$ cat config.mk
export PLATFORM = sky130hd
export DESIGN_NAME = least_loaded_dispatch_rebalance_top
export DESIGN_NICKNAME = d
export VERILOG_FILES = /design/src/hdl/lld_pkg.sv /design/src/hdl/lld_ctrl.sv /design/src/hdl/lld_dp.sv /design/src/hdl/least_loaded_dispatch_rebalance_top.sv
export VERILOG_INCLUDE_DIRS = /design/src /design/src/hdl
export SDC_FILE = /design/constraint.sdc
export NUM_CORES = 2
export LEC_CHECK = 0
export BUFFER_PORTS_ARGS = -buffer_cell sky130_fd_sc_hd__buf_2
export CORE_MARGIN = 4
export CORE_UTILIZATION = 55
export DETAILED_ROUTE_END_ITERATION = 10
export PLACE_DENSITY = 0.73
export SYNTH_ARGS = -nofsm -noshare
export SYNTH_HDL_FRONTEND = slang
export SYNTH_SLANG_ARGS = --single-unit
$ cat constraint.sdc
create_clock -name clk -period 13.8 [get_ports clk]
set_input_delay 2.76 -clock clk [delete_from_list [all_inputs] [get_ports clk]]
set_output_delay 2.76 -clock clk [all_outputs]
set_load 0.1 [all_outputs]
$ cat src/hdl/least_loaded_dispatch_rebalance_top_macros.svh
// Assertion macros shared by the dispatch block.
`ifndef LEAST_LOADED_DISPATCH_REBALANCE_TOP_MACROS_SVH
`define LEAST_LOADED_DISPATCH_REBALANCE_TOP_MACROS_SVH
// Checks that the consequent holds in the same cycle as the antecedent.
`define LLD_ASSERT_NOW(lbl, ante, cons, msg) \
	lbl: assert property (@(posedge clk) disable iff (!arst_n) (ante) |-> (cons)) \
		else $error(msg);
// Checks that the consequent holds in the cycle after the antecedent.
`define LLD_ASSERT_NEXT(lbl, ante, cons, msg) \
	lbl: assert property (@(posedge clk) disable iff (!arst_n) (ante) |=> (cons)) \
		else $error(msg);
`endif

$ cat src/hdl/lld_pkg.sv
// Types and constants of the least-loaded dispatch block.
package lld_pkg;
	localparam int TAG_W = 16;
	localparam int ADDR_W = 3;

	localparam logic [2:0] ST_ASSIGNED = 3'd0;
	localparam logic [2:0] ST_HANDED = 3'd1;
	localparam logic [2:0] ST_MOVED = 3'd2;
	localparam logic [2:0] ST_EMPTY = 3'd3;
	localparam logic [2:0] ST_DROPPED = 3'd4;

	localparam logic REG_WORKER_COUNT = 1'b0;
	localparam logic REG_WATERLINE = 1'b1;

	localparam logic KIND_ADD = 1'b0;

	typedef struct packed {
		logic             kind;
		logic [2:0]       worker;
		logic [TAG_W-1:0] task_tag;
	} item_t;

	typedef struct packed {
		logic [2:0]       status;
		logic [2:0]       target_worker;
		logic [2:0]       source_worker;
		logic [TAG_W-1:0] tag_out;
		logic             last;
	} result_t;

	typedef struct packed {
		logic load;
		logic scan_init;
		logic scan_step;
		logic add_push;
		logic take_check;
		logic tag_latch;
		logic div_init;
		logic div_step;
		logic decide;
		logic move_pop;
		logic move_push;
	} cmd_t;

	typedef struct packed {
		logic scan_last;
		logic div_last;
		logic take_empty;
		logic rebal;
		logic move_last;
	} stat_t;
endpackage

$ cat src/hdl/lld_ctrl.sv
// Sequencer that steps the dispatch datapath through one item.
module lld_ctrl (
	input  logic          clk,
	input  logic          arst_n,
	input  logic          start,
	input  logic          kind,
	output logic          busy,
	output lld_pkg::cmd_t cmd,
	input  lld_pkg::stat_t stat
);
	import lld_pkg::*;

	typedef enum logic [10:0] {
		S_IDLE   = 11'b00000000001,
		S_SCAN   = 11'b00000000010,
		S_ADD    = 11'b00000000100,
		S_TCHK   = 11'b00000001000,
		S_TLAT   = 11'b00000010000,
		S_DINIT  = 11'b00000100000,
		S_DIV    = 11'b00001000000,
		S_DECIDE = 11'b00010000000,
		S_MPOP   = 11'b00100000000,
		S_MLAT   = 11'b01000000000,
		S_MPUSH  = 11'b10000000000
	} state_t;

	typedef enum logic [1:0] {
		RET_ADD  = 2'd0,
		RET_TAKE = 2'd1,
		RET_MOVE = 2'd2
	} ret_t;

	state_t state_q, state_d;
	ret_t   ret_q, ret_d;

	always_comb begin
		state_d = state_q;
		ret_d = ret_q;
		cmd = '0;
		case (state_q)
			S_IDLE: begin
				if (start) begin
					cmd.load = 1'b1;
					if (kind == KIND_ADD) begin
						cmd.scan_init = 1'b1;
						ret_d = RET_ADD;
						state_d = S_SCAN;
					end else begin
						state_d = S_TCHK;
					end
				end
			end
			S_SCAN: begin
				cmd.scan_step = 1'b1;
				if (stat.scan_last) begin
					case (ret_q)
						RET_ADD: state_d = S_ADD;
						RET_TAKE: state_d = S_DINIT;
						default: state_d = S_MPUSH;
					endcase
				end
			end
			S_ADD: begin
				cmd.add_push = 1'b1;
				state_d = S_IDLE;
			end
			S_TCHK: begin
				cmd.take_check = 1'b1;
				state_d = stat.take_empty ? S_IDLE : S_TLAT;
			end
			S_TLAT: begin
				cmd.tag_latch = 1'b1;
				cmd.scan_init = 1'b1;
				ret_d = RET_TAKE;
				state_d = S_SCAN;
			end
			S_DINIT: begin
				cmd.div_init = 1'b1;
				state_d = S_DIV;
			end
			S_DIV: begin
				cmd.div_step = 1'b1;
				if (stat.div_last) begin
					state_d = S_DECIDE;
				end
			end
			S_DECIDE: begin
				cmd.decide = 1'b1;
				state_d = stat.rebal ? S_MPOP : S_IDLE;
			end
			S_MPOP: begin
				cmd.move_pop = 1'b1;
				state_d = S_MLAT;
			end
			S_MLAT: begin
				cmd.tag_latch = 1'b1;
				cmd.scan_init = 1'b1;
				ret_d = RET_MOVE;
				state_d = S_SCAN;
			end
			S_MPUSH: begin
				cmd.move_push = 1'b1;
				state_d = stat.move_last ? S_IDLE : S_MPOP;
			end
			default: begin
				state_d = S_IDLE;
			end
		endcase
	end

	always_ff @(posedge clk or negedge arst_n) begin
		if (!arst_n) begin
			state_q <= S_IDLE;
			ret_q <= RET_ADD;
		end else begin
			state_q <= state_d;
			ret_q <= ret_d;
		end
	end

	assign busy = (state_q != S_IDLE);
endmodule

$ cat src/hdl/lld_dp.sv
// Datapath with the queue store, counts, load scan, divider and result register.
`include "least_loaded_dispatch_rebalance_top_macros.svh"
module lld_dp #(
	parameter int WORKERS = 8,
	parameter int QUEUE_DEPTH = 16
) (
	input  logic             clk,
	input  logic             arst_n,
	input  lld_pkg::item_t   item,
	input  logic [3:0]       worker_count,
	input  logic [4:0]       waterline,
	input  lld_pkg::cmd_t    cmd,
	output lld_pkg::stat_t   stat,
	output lld_pkg::result_t res,
	output logic             res_valid
);
	import lld_pkg::*;

	localparam int WI = (WORKERS > 1) ? $clog2(WORKERS) : 1;
	localparam int NW = $clog2(WORKERS + 1);
	localparam int CW = $clog2(QUEUE_DEPTH + 1);
	localparam int HW = $clog2(QUEUE_DEPTH);
	localparam int SUM_W = $clog2(WORKERS * QUEUE_DEPTH + 1);
	localparam int DCW = $clog2(SUM_W + 1);
	localparam int AW = $clog2(WORKERS * QUEUE_DEPTH);
	localparam int DEPTH = WORKERS * QUEUE_DEPTH;

	item_t            item_q;
	logic [CW-1:0]    cnt_q [WORKERS];
	logic [HW-1:0]    head_q [WORKERS];
	logic [TAG_W-1:0] mem_q [DEPTH];
	logic [TAG_W-1:0] rdata_q;
	logic [TAG_W-1:0] tag_q;
	logic [WI-1:0]    idx_q, least_q, busy_idx_q;
	logic [CW-1:0]    least_cnt_q, top_q, moves_q;
	logic [SUM_W-1:0] sum_q, dq_q;
	logic [NW-1:0]    rem_q;
	logic [DCW-1:0]   dcnt_q;
	result_t          res_q;
	logic             res_valid_q;

	logic [NW-1:0]    n_act;
	logic [WI-1:0]    w_idx, sel;
	logic [CW-1:0]    cnt_rd;
	logic [HW-1:0]    head_rd, head_inc, slot;
	logic [CW:0]      slot_sum;
	logic [AW-1:0]    waddr, raddr;
	logic             w_out, full, push, pop;
	logic [NW:0]      rem_sh;
	logic             ge;

	always_comb begin
		if (worker_count == 4'd0) begin
			n_act = NW'(1);
		end else if (32'(worker_count) > WORKERS) begin
			n_act = NW'(WORKERS);
		end else begin
			n_act = NW'(worker_count);
		end
	end

	assign w_idx = WI'(item_q.worker);
	assign w_out = 32'(item_q.worker) >= WORKERS;
	assign sel = cmd.scan_step ? idx_q :
		(cmd.add_push || cmd.move_push) ? least_q : w_idx;
	assign cnt_rd = cnt_q[sel];
	assign head_rd = head_q[sel];
	assign full = 32'(cnt_rd) >= QUEUE_DEPTH;
	assign slot_sum = (CW + 1)'(head_rd) + (CW + 1)'(cnt_rd);
	assign slot = (32'(slot_sum) >= QUEUE_DEPTH) ? HW'(32'(slot_sum) - QUEUE_DEPTH)
		: HW'(slot_sum);
	assign head_inc = (32'(head_rd) == QUEUE_DEPTH - 1) ? '0 : HW'(32'(head_rd) + 1);
	assign waddr = AW'(32'(sel) * QUEUE_DEPTH + 32'(slot));
	assign raddr = AW'(32'(sel) * QUEUE_DEPTH + 32'(head_rd));

	assign stat.take_empty = w_out || (cnt_rd == '0);
	assign push = (cmd.add_push || cmd.move_push) && !full;
	assign pop = (cmd.take_check && !stat.take_empty) || cmd.move_pop;

	assign stat.scan_last = (idx_q == WI'(32'(n_act) - 1));
	assign rem_sh = {rem_q, dq_q[SUM_W-1]};
	assign ge = rem_sh >= (NW + 1)'(n_act);
	assign stat.div_last = (dcnt_q == DCW'(SUM_W - 1));
	assign stat.rebal = (32'(item_q.worker) < 32'(n_act)) && (w_idx == busy_idx_q)
		&& (32'(cnt_rd) > 32'(waterline)) && (32'(cnt_rd) > 32'(dq_q));
	assign stat.move_last = (moves_q == CW'(1));

	always_ff @(posedge clk) begin
		if (push) begin
			mem_q[waddr] <= (cmd.add_push) ? item_q.task_tag : tag_q;
		end
		if (pop) begin
			rdata_q <= mem_q[raddr];
		end
	end

	always_ff @(posedge clk or negedge arst_n) begin
		if (!arst_n) begin
			for (int i = 0; i < WORKERS; i++) begin
				cnt_q[i] <= '0;
				head_q[i] <= '0;
			end
		end else if (push) begin
			cnt_q[sel] <= cnt_rd + CW'(1);
		end else if (pop) begin
			cnt_q[sel] <= cnt_rd - CW'(1);
			head_q[sel] <= head_inc;
		end
	end

	always_ff @(posedge clk) begin
		if (cmd.load) begin
			item_q <= item;
		end
		if (cmd.tag_latch) begin
			tag_q <= rdata_q;
		end
		if (cmd.scan_init) begin
			idx_q <= '0;
			least_q <= '0;
			busy_idx_q <= '0;
			top_q <= '0;
			least_cnt_q <= '0;
			sum_q <= '0;
		end else if (cmd.scan_step) begin
			idx_q <= idx_q + WI'(1);
			sum_q <= sum_q + SUM_W'(cnt_rd);
			if (idx_q == '0 || cnt_rd < least_cnt_q) begin
				least_q <= idx_q;
				least_cnt_q <= cnt_rd;
			end
			if (cnt_rd > top_q) begin
				busy_idx_q <= idx_q;
				top_q <= cnt_rd;
			end
		end
		if (cmd.div_init) begin
			dq_q <= sum_q;
			rem_q <= '0;
			dcnt_q <= '0;
		end else if (cmd.div_step) begin
			rem_q <= ge ? NW'(rem_sh - (NW + 1)'(n_act)) : NW'(rem_sh);
			dq_q <= {dq_q[SUM_W-2:0], ge};
			dcnt_q <= dcnt_q + DCW'(1);
		end
		if (cmd.decide) begin
			moves_q <= CW'(32'(cnt_rd) - 32'(dq_q));
		end else if (cmd.move_push) begin
			moves_q <= moves_q - CW'(1);
		end
	end

	always_ff @(posedge clk) begin
		if (cmd.add_push) begin
			res_q.status <= full ? ST_DROPPED : ST_ASSIGNED;
			res_q.target_worker <= 3'(least_q);
			res_q.source_worker <= '0;
			res_q.tag_out <= item_q.task_tag;
			res_q.last <= 1'b1;
		end else if (cmd.take_check) begin
			res_q.status <= ST_EMPTY;
			res_q.target_worker <= item_q.worker;
			res_q.source_worker <= '0;
			res_q.tag_out <= '0;
			res_q.last <= 1'b1;
		end else if (cmd.decide) begin
			res_q.status <= ST_HANDED;
			res_q.target_worker <= item_q.worker;
			res_q.source_worker <= '0;
			res_q.tag_out <= tag_q;
			res_q.last <= !stat.rebal;
		end else begin
			res_q.status <= full ? ST_DROPPED : ST_MOVED;
			res_q.target_worker <= 3'(least_q);
			res_q.source_worker <= item_q.worker;
			res_q.tag_out <= tag_q;
			res_q.last <= stat.move_last;
		end
	end

	always_ff @(posedge clk or negedge arst_n) begin
		if (!arst_n) begin
			res_valid_q <= 1'b0;
		end else begin
			res_valid_q <= cmd.add_push || cmd.decide || cmd.move_push
				|| (cmd.take_check && stat.take_empty);
		end
	end

	assign res = res_q;
	assign res_valid = res_valid_q;

	`LLD_ASSERT_NOW(a_move_pending, cmd.move_push, moves_q != '0, "move without pending count")
	`LLD_ASSERT_NOW(a_rebal_nonempty, cmd.decide && stat.rebal, cnt_rd != '0,
		"rebalance from empty queue")
	`LLD_ASSERT_NEXT(a_last_gap, res_valid_q && res_q.last, !res_valid_q,
		"result beat straight after final beat")
endmodule

$ cat src/hdl/least_loaded_dispatch_rebalance_top.sv
// Top level of the least-loaded dispatch block with its register port.
// An add pushes its tag to the least-loaded active worker; a take pops a tag and then
// averages loads in the bit-serial divider and may move tags to the least-loaded worker.
// Items are handled one at a time: start is taken only while busy is low.
// Results cannot be stalled; each beat shows for one cycle on res_valid.
// Reset clears all queues and sets worker_count to 8 and waterline to 4.
module least_loaded_dispatch_rebalance_top #(
	parameter int WORKERS = 8,
	parameter int QUEUE_DEPTH = 16
) (
	input  logic                        clk,
	input  logic                        arst_n,
	input  logic                        start,
	output logic                        busy,
	input  lld_pkg::item_t              item,
	output logic                        res_valid,
	output lld_pkg::result_t            res,
	input  logic                        psel,
	input  logic                        penable,
	input  logic                        pwrite,
	input  logic [lld_pkg::ADDR_W-1:0]  paddr,
	input  logic [31:0]                 pwdata,
	output logic [31:0]                 prdata,
	output logic                        pready
);
	import lld_pkg::*;

	logic [3:0] worker_count_q;
	logic [4:0] waterline_q;
	cmd_t       cmd;
	stat_t      stat;

	assign pready = 1'b1;

	always_ff @(posedge clk or negedge arst_n) begin
		if (!arst_n) begin
			worker_count_q <= 4'd8;
			waterline_q <= 5'd4;
		end else if (psel && penable && pwrite) begin
			case (paddr[ADDR_W-1])
				REG_WORKER_COUNT: worker_count_q <= pwdata[3:0];
				REG_WATERLINE: waterline_q <= pwdata[4:0];
				default: ;
			endcase
		end
	end

	always_comb begin
		case (paddr[ADDR_W-1])
			REG_WORKER_COUNT: prdata = {28'd0, worker_count_q};
			REG_WATERLINE: prdata = {27'd0, waterline_q};
			default: prdata = '0;
		endcase
	end

	lld_ctrl u_ctrl (
		.clk    (clk),
		.arst_n (arst_n),
		.start  (start),
		.kind   (item.kind),
		.busy   (busy),
		.cmd    (cmd),
		.stat   (stat)
	);

	lld_dp #(
		.WORKERS     (WORKERS),
		.QUEUE_DEPTH (QUEUE_DEPTH)
	) u_dp (
		.clk          (clk),
		.arst_n       (arst_n),
		.item         (item),
		.worker_count (worker_count_q),
		.waterline    (waterline_q),
		.cmd          (cmd),
		.stat         (stat),
		.res          (res),
		.res_valid    (res_valid)
	);
endmodule
==> key figures <==
STA
  • Slew Limit Headroom: 20.7%
  • Final hold vios: 0
  • Final setup violating endpoints: 0
  • Tmin final: ~8.3 ns
  • RSZ-0062 raised after global routing: false
  • Max Freq: 121 MHz
  • Slew Viols, Final: 0
  • Layout Skew: ~0.039 ns
  • Crit share post-route: 60.1%
  • Post-route setup slack: around 5.5 ns
  • Slew @ Worst Pin: roughly 1.2 ns
  • Fin Setup TNS: 0 ns

Logic synthesis
  • Post-synth EDFFs: about 2.1k
  • Avg Cell Area, Syn: 16.3 sq um
  • Post-Syn Area: 0.0892 sq mm
  • Distinct cells, synth: 89
  • Top cells by area, synth: edfxtp_1 (71%), mux4_2 (6.5%), nand2_1 (4.1%)
  • Register area share after synthesis: approximately 75%
  • Share of flip-flops with an asynchronous set or reset: 4.19%
  • Main flop type after synthesis: edfxtp_1
  • Yosys warning total: 0
  • Seq cells post-synth: 2268
  • Syn Inst Count: 5482
  • Synth area leader: edfxtp_1
  • Synth top area share: between 70% and 80%

Setup path
  • RR Endpoint: u_dp.rdata_q[12]$_DFFE_PP_
  • R2R Path Start: u_ctrl.state_q[7]$_DFFE_PN0P_
  • Critical Path Fanout Max: 113
  • Arrival @ worst endpoint: 8.85 ns
  • R2r worst-path depth: 15
  • CP Class: flip-flop to flip-flop
  • Startpoint types: flip-flop
  • Data required time at the worst endpoint: 14.36 ns
  • CP Capture Type: flip-flop
  • R2R setup slack: ~5.5 ns

Placed design
  • Pre-CTS setup slack: 5.48 ns
  • Detailed Place HPWL: 132 mm
  • PortBufs: 64
  • Gpl congestion: around 0.85

Clock network
  • # Post-CTS Setup Buffers: 0
  • CTS Buf Count: 214
  • CTS resizes: 0
  • Clock Latency Late Sink: 0.85 ns
  • Reg clk slew, reported paths: ~0.060 ns
  • Maximum clock path buffer count: 3
  • CTS Hold Buffers Added: 0
  • CTS tree: yes
  • H-tree depth: 4
  • Clock Sink Count: 2268
  • Root Buffer: clkbuf_16

Finish
  • Nets: a little under 6k
  • FF+latch area: ~0.067 sq mm
  • Commonest non-fill, non-tap cell in the layout: edfxtp_1
  • Fillers: 11.1k
  • Commonest cells after routing, fill and taps aside: edfxtp_1 (2112), nand2_1 (964), nand3_1 (332)
  • Final core utilization: approximately three fifths
  • Share of layout cells above drive strength 1: 16.9%
  • Layout overhead on the synthesized area: 11.8%
  • Area of the multi-input gates: 0.0207 sq mm

GRT
  • Largest net degree at the start of global routing: around 170
  • Global-route wire length before repair: 338 mm
  • Total grt overflow: 0
  • Vias in the first global route: between 40k and 50k
  • Total track usage: 27.3%
  • Antenna violations before repair: 10

Drt
  • Post-Route WL: about 230 mm
  • TritonRoute pass-1 iters: 8
  • Starting DRT DRC Count: 7839
  • Vias/cell: 6.40
  • DRC Markers: 0
  • Routed Antenna Nets: 0
  • Vias: 51.3k
  • Wirelength per Cell: ~29 um

Hold path
  • Hold path start: u_dp.rdata_q[2]$_DFFE_PP_
  • WHS Endpoint: u_dp.tag_q[2]$_DFFE_PP_
  • Min-delay worst type: flip-flop to flip-flop
  • Worst hold stages: 0

Pwr
  • Static leakage: 33.2 nW
  • Peak supply drop: 326 uV
  • Pwr Density: 197 mW/mm^2

Outcome
  • Status: complete, no violations

Die
  • Die W: ~400 um
  • Initial Util: 55.4%
  • Rows: 147
  • Core area: 0.161 sq mm
  • Die ar.: 0.169 sq mm
  • I/O pin cnt: 122
  • Vert. Die Dim: ~400 um

Job
  • Max_cap viols: 0
## how the worst max path moves through the flow
| stage | end | cells past startpoint | start | slack, ns |
|---|---|---|---|---|
| 3_5_place_dp | u_dp.rdata_q[12]$_DFFE_PP_ | 15 | u_ctrl.state_q[7]$_DFFE_PN0P_ | 5.48 |
| 4_1_cts | u_dp.rdata_q[12]$_DFFE_PP_ | 15 | u_ctrl.state_q[7]$_DFFE_PN0P_ | 5.46 |
| 3_3_place_gp | u_dp.rdata_q[12]$_DFFE_PP_ | 15 | u_ctrl.state_q[7]$_DFFE_PN0P_ | 5.50 |
| 2_1_floorplan | prdata[3] | 2 | paddr[2] | 6.00 |
| 5_1_grt | u_dp.rdata_q[12]$_DFFE_PP_ | 15 | u_ctrl.state_q[7]$_DFFE_PN0P_ | 4.92 |
| 6_report | u_dp.rdata_q[12]$_DFFE_PP_ | 15 | u_ctrl.state_q[7]$_DFFE_PN0P_ | 5.50 |
## cells in the mapped netlist, drive strengths merged (4+ instances only)
cell	count
xnor2	21
mux2i	100
nor3	40
xor2	12
nor2b	22
a21o	10
nand4	132
or2	10
edfxtp	2112
a21oi	67
or4	14
o22ai	7
a211oi	8
mux2	105
mux4	257
and2	7
a22oi	57
nand3	332
a32oi	77
o211ai	4
nor4b	6
dfrtp	92
a31oi	149
nor2	220
inv	44
buf	196
a221oi	13
fa	4
a222oi	4
nor4	6
ha	43
and3	67
o21ai	26
nand2	965
dfxtp	61
clkbuf	135
nand2b	6
## power by group
part	switching, mW	internal, mW
clock network	2.53	3.31
logic	4.02	2.01
registers	0.103	7.67
## cells by family (layout without fill, tap and decap cells)
family,count (synthesis),count (layout),share of synthesized area (%)
AO/OA/AOI/OAI,455,455,3.62
AND/OR/NAND/NOR,1840,1840,9.27
XOR/XNOR,33,33,0.324
multiplexers,462,462,8.93
other,2,33,0.00842
adder cells (fa/ha/maj),47,47,0.693
flip-flops,2268,2268,75.1
buffers and inverters,375,724,2.03
## state kept, by name (all words and copies together), names as in the netlist, named ones only
name / flops
u_ctrl.ret_q: 2
u_ctrl.state_q: 11
u_dp.busy_idx_q: 3
u_dp.cnt_q: 32
u_dp.dcnt_q: 4
u_dp.dq_q: 8
u_dp.head_q: 32
u_dp.idx_q: 3
u_dp.item_q: 16
u_dp.least_cnt_q: 5
u_dp.least_q: 3
u_dp.mem_q: 2048
u_dp.moves_q: 5
u_dp.rdata_q: 16
u_dp.rem_q: 4
u_dp.res: 26
u_dp.res_valid: 1
u_dp.sum_q: 8
u_dp.tag_q: 16
u_dp.top_q: 5
u_dp.w_idx: 3
waterline_q: 5
worker_count_q: 4
## worst max-delay path, cell delays in order (launching register included)
cell	delay, ns
dfrtp_1	0.48
nor4_4	0.47
nand4_1	0.67
o2bb2ai_2	0.37
nand2_1	0.73
a221oi_1	0.26
o311a_4	0.63
inv_16	0.48
buf_4	0.64
buf_4	0.65
mux4_2	0.60
and3_1	0.19
a31oi_1	0.49
nand4_1	0.20
nor4_1	0.79
nand4_1	0.16
## metal layers
metal | track usage (%) | wire, um | up-vias
li1 | - | - | 21600
met5 | 0 | 53 | -
met4 | 11.6 | 10600 | 8
met3 | 7.10 | 27000 | 515
met1 | 37.6 | 85400 | 25900
met2 | 41.6 | 108000 | 3270
## final cells by class
cell class	count	share of cell area, %
Inverter	44	0.189
Clock buffer	259	5.62
Clock inverter	134	1.35
Tap cell	2160	2.71
Multi-Input combinational cell	2865	20.8
Antenna cell	5	0.0125
Sequential cell	2268	67.2
Timing Repair Buffer	287	2.09
## stage by stage
| step | hold WS [ns] | total power [mW] | std cells | area, sq um |
|---|---|---|---|---|
| global route | 0.445 | 20.4 | 8017 | 99700 |
| floorplan | 0.400 | 12.1 | 5508 | 89300 |
| detailed placement | 0.408 | 13.9 | 7624 | 92700 |
| CTS | 0.422 | 19.7 | 8017 | 99700 |
| finish | 0.425 | 19.6 | 8022 | 99700 |
| global placement | 0.406 | 13.8 | 7624 | 92700 |
(Power assumes the default switching activity.)
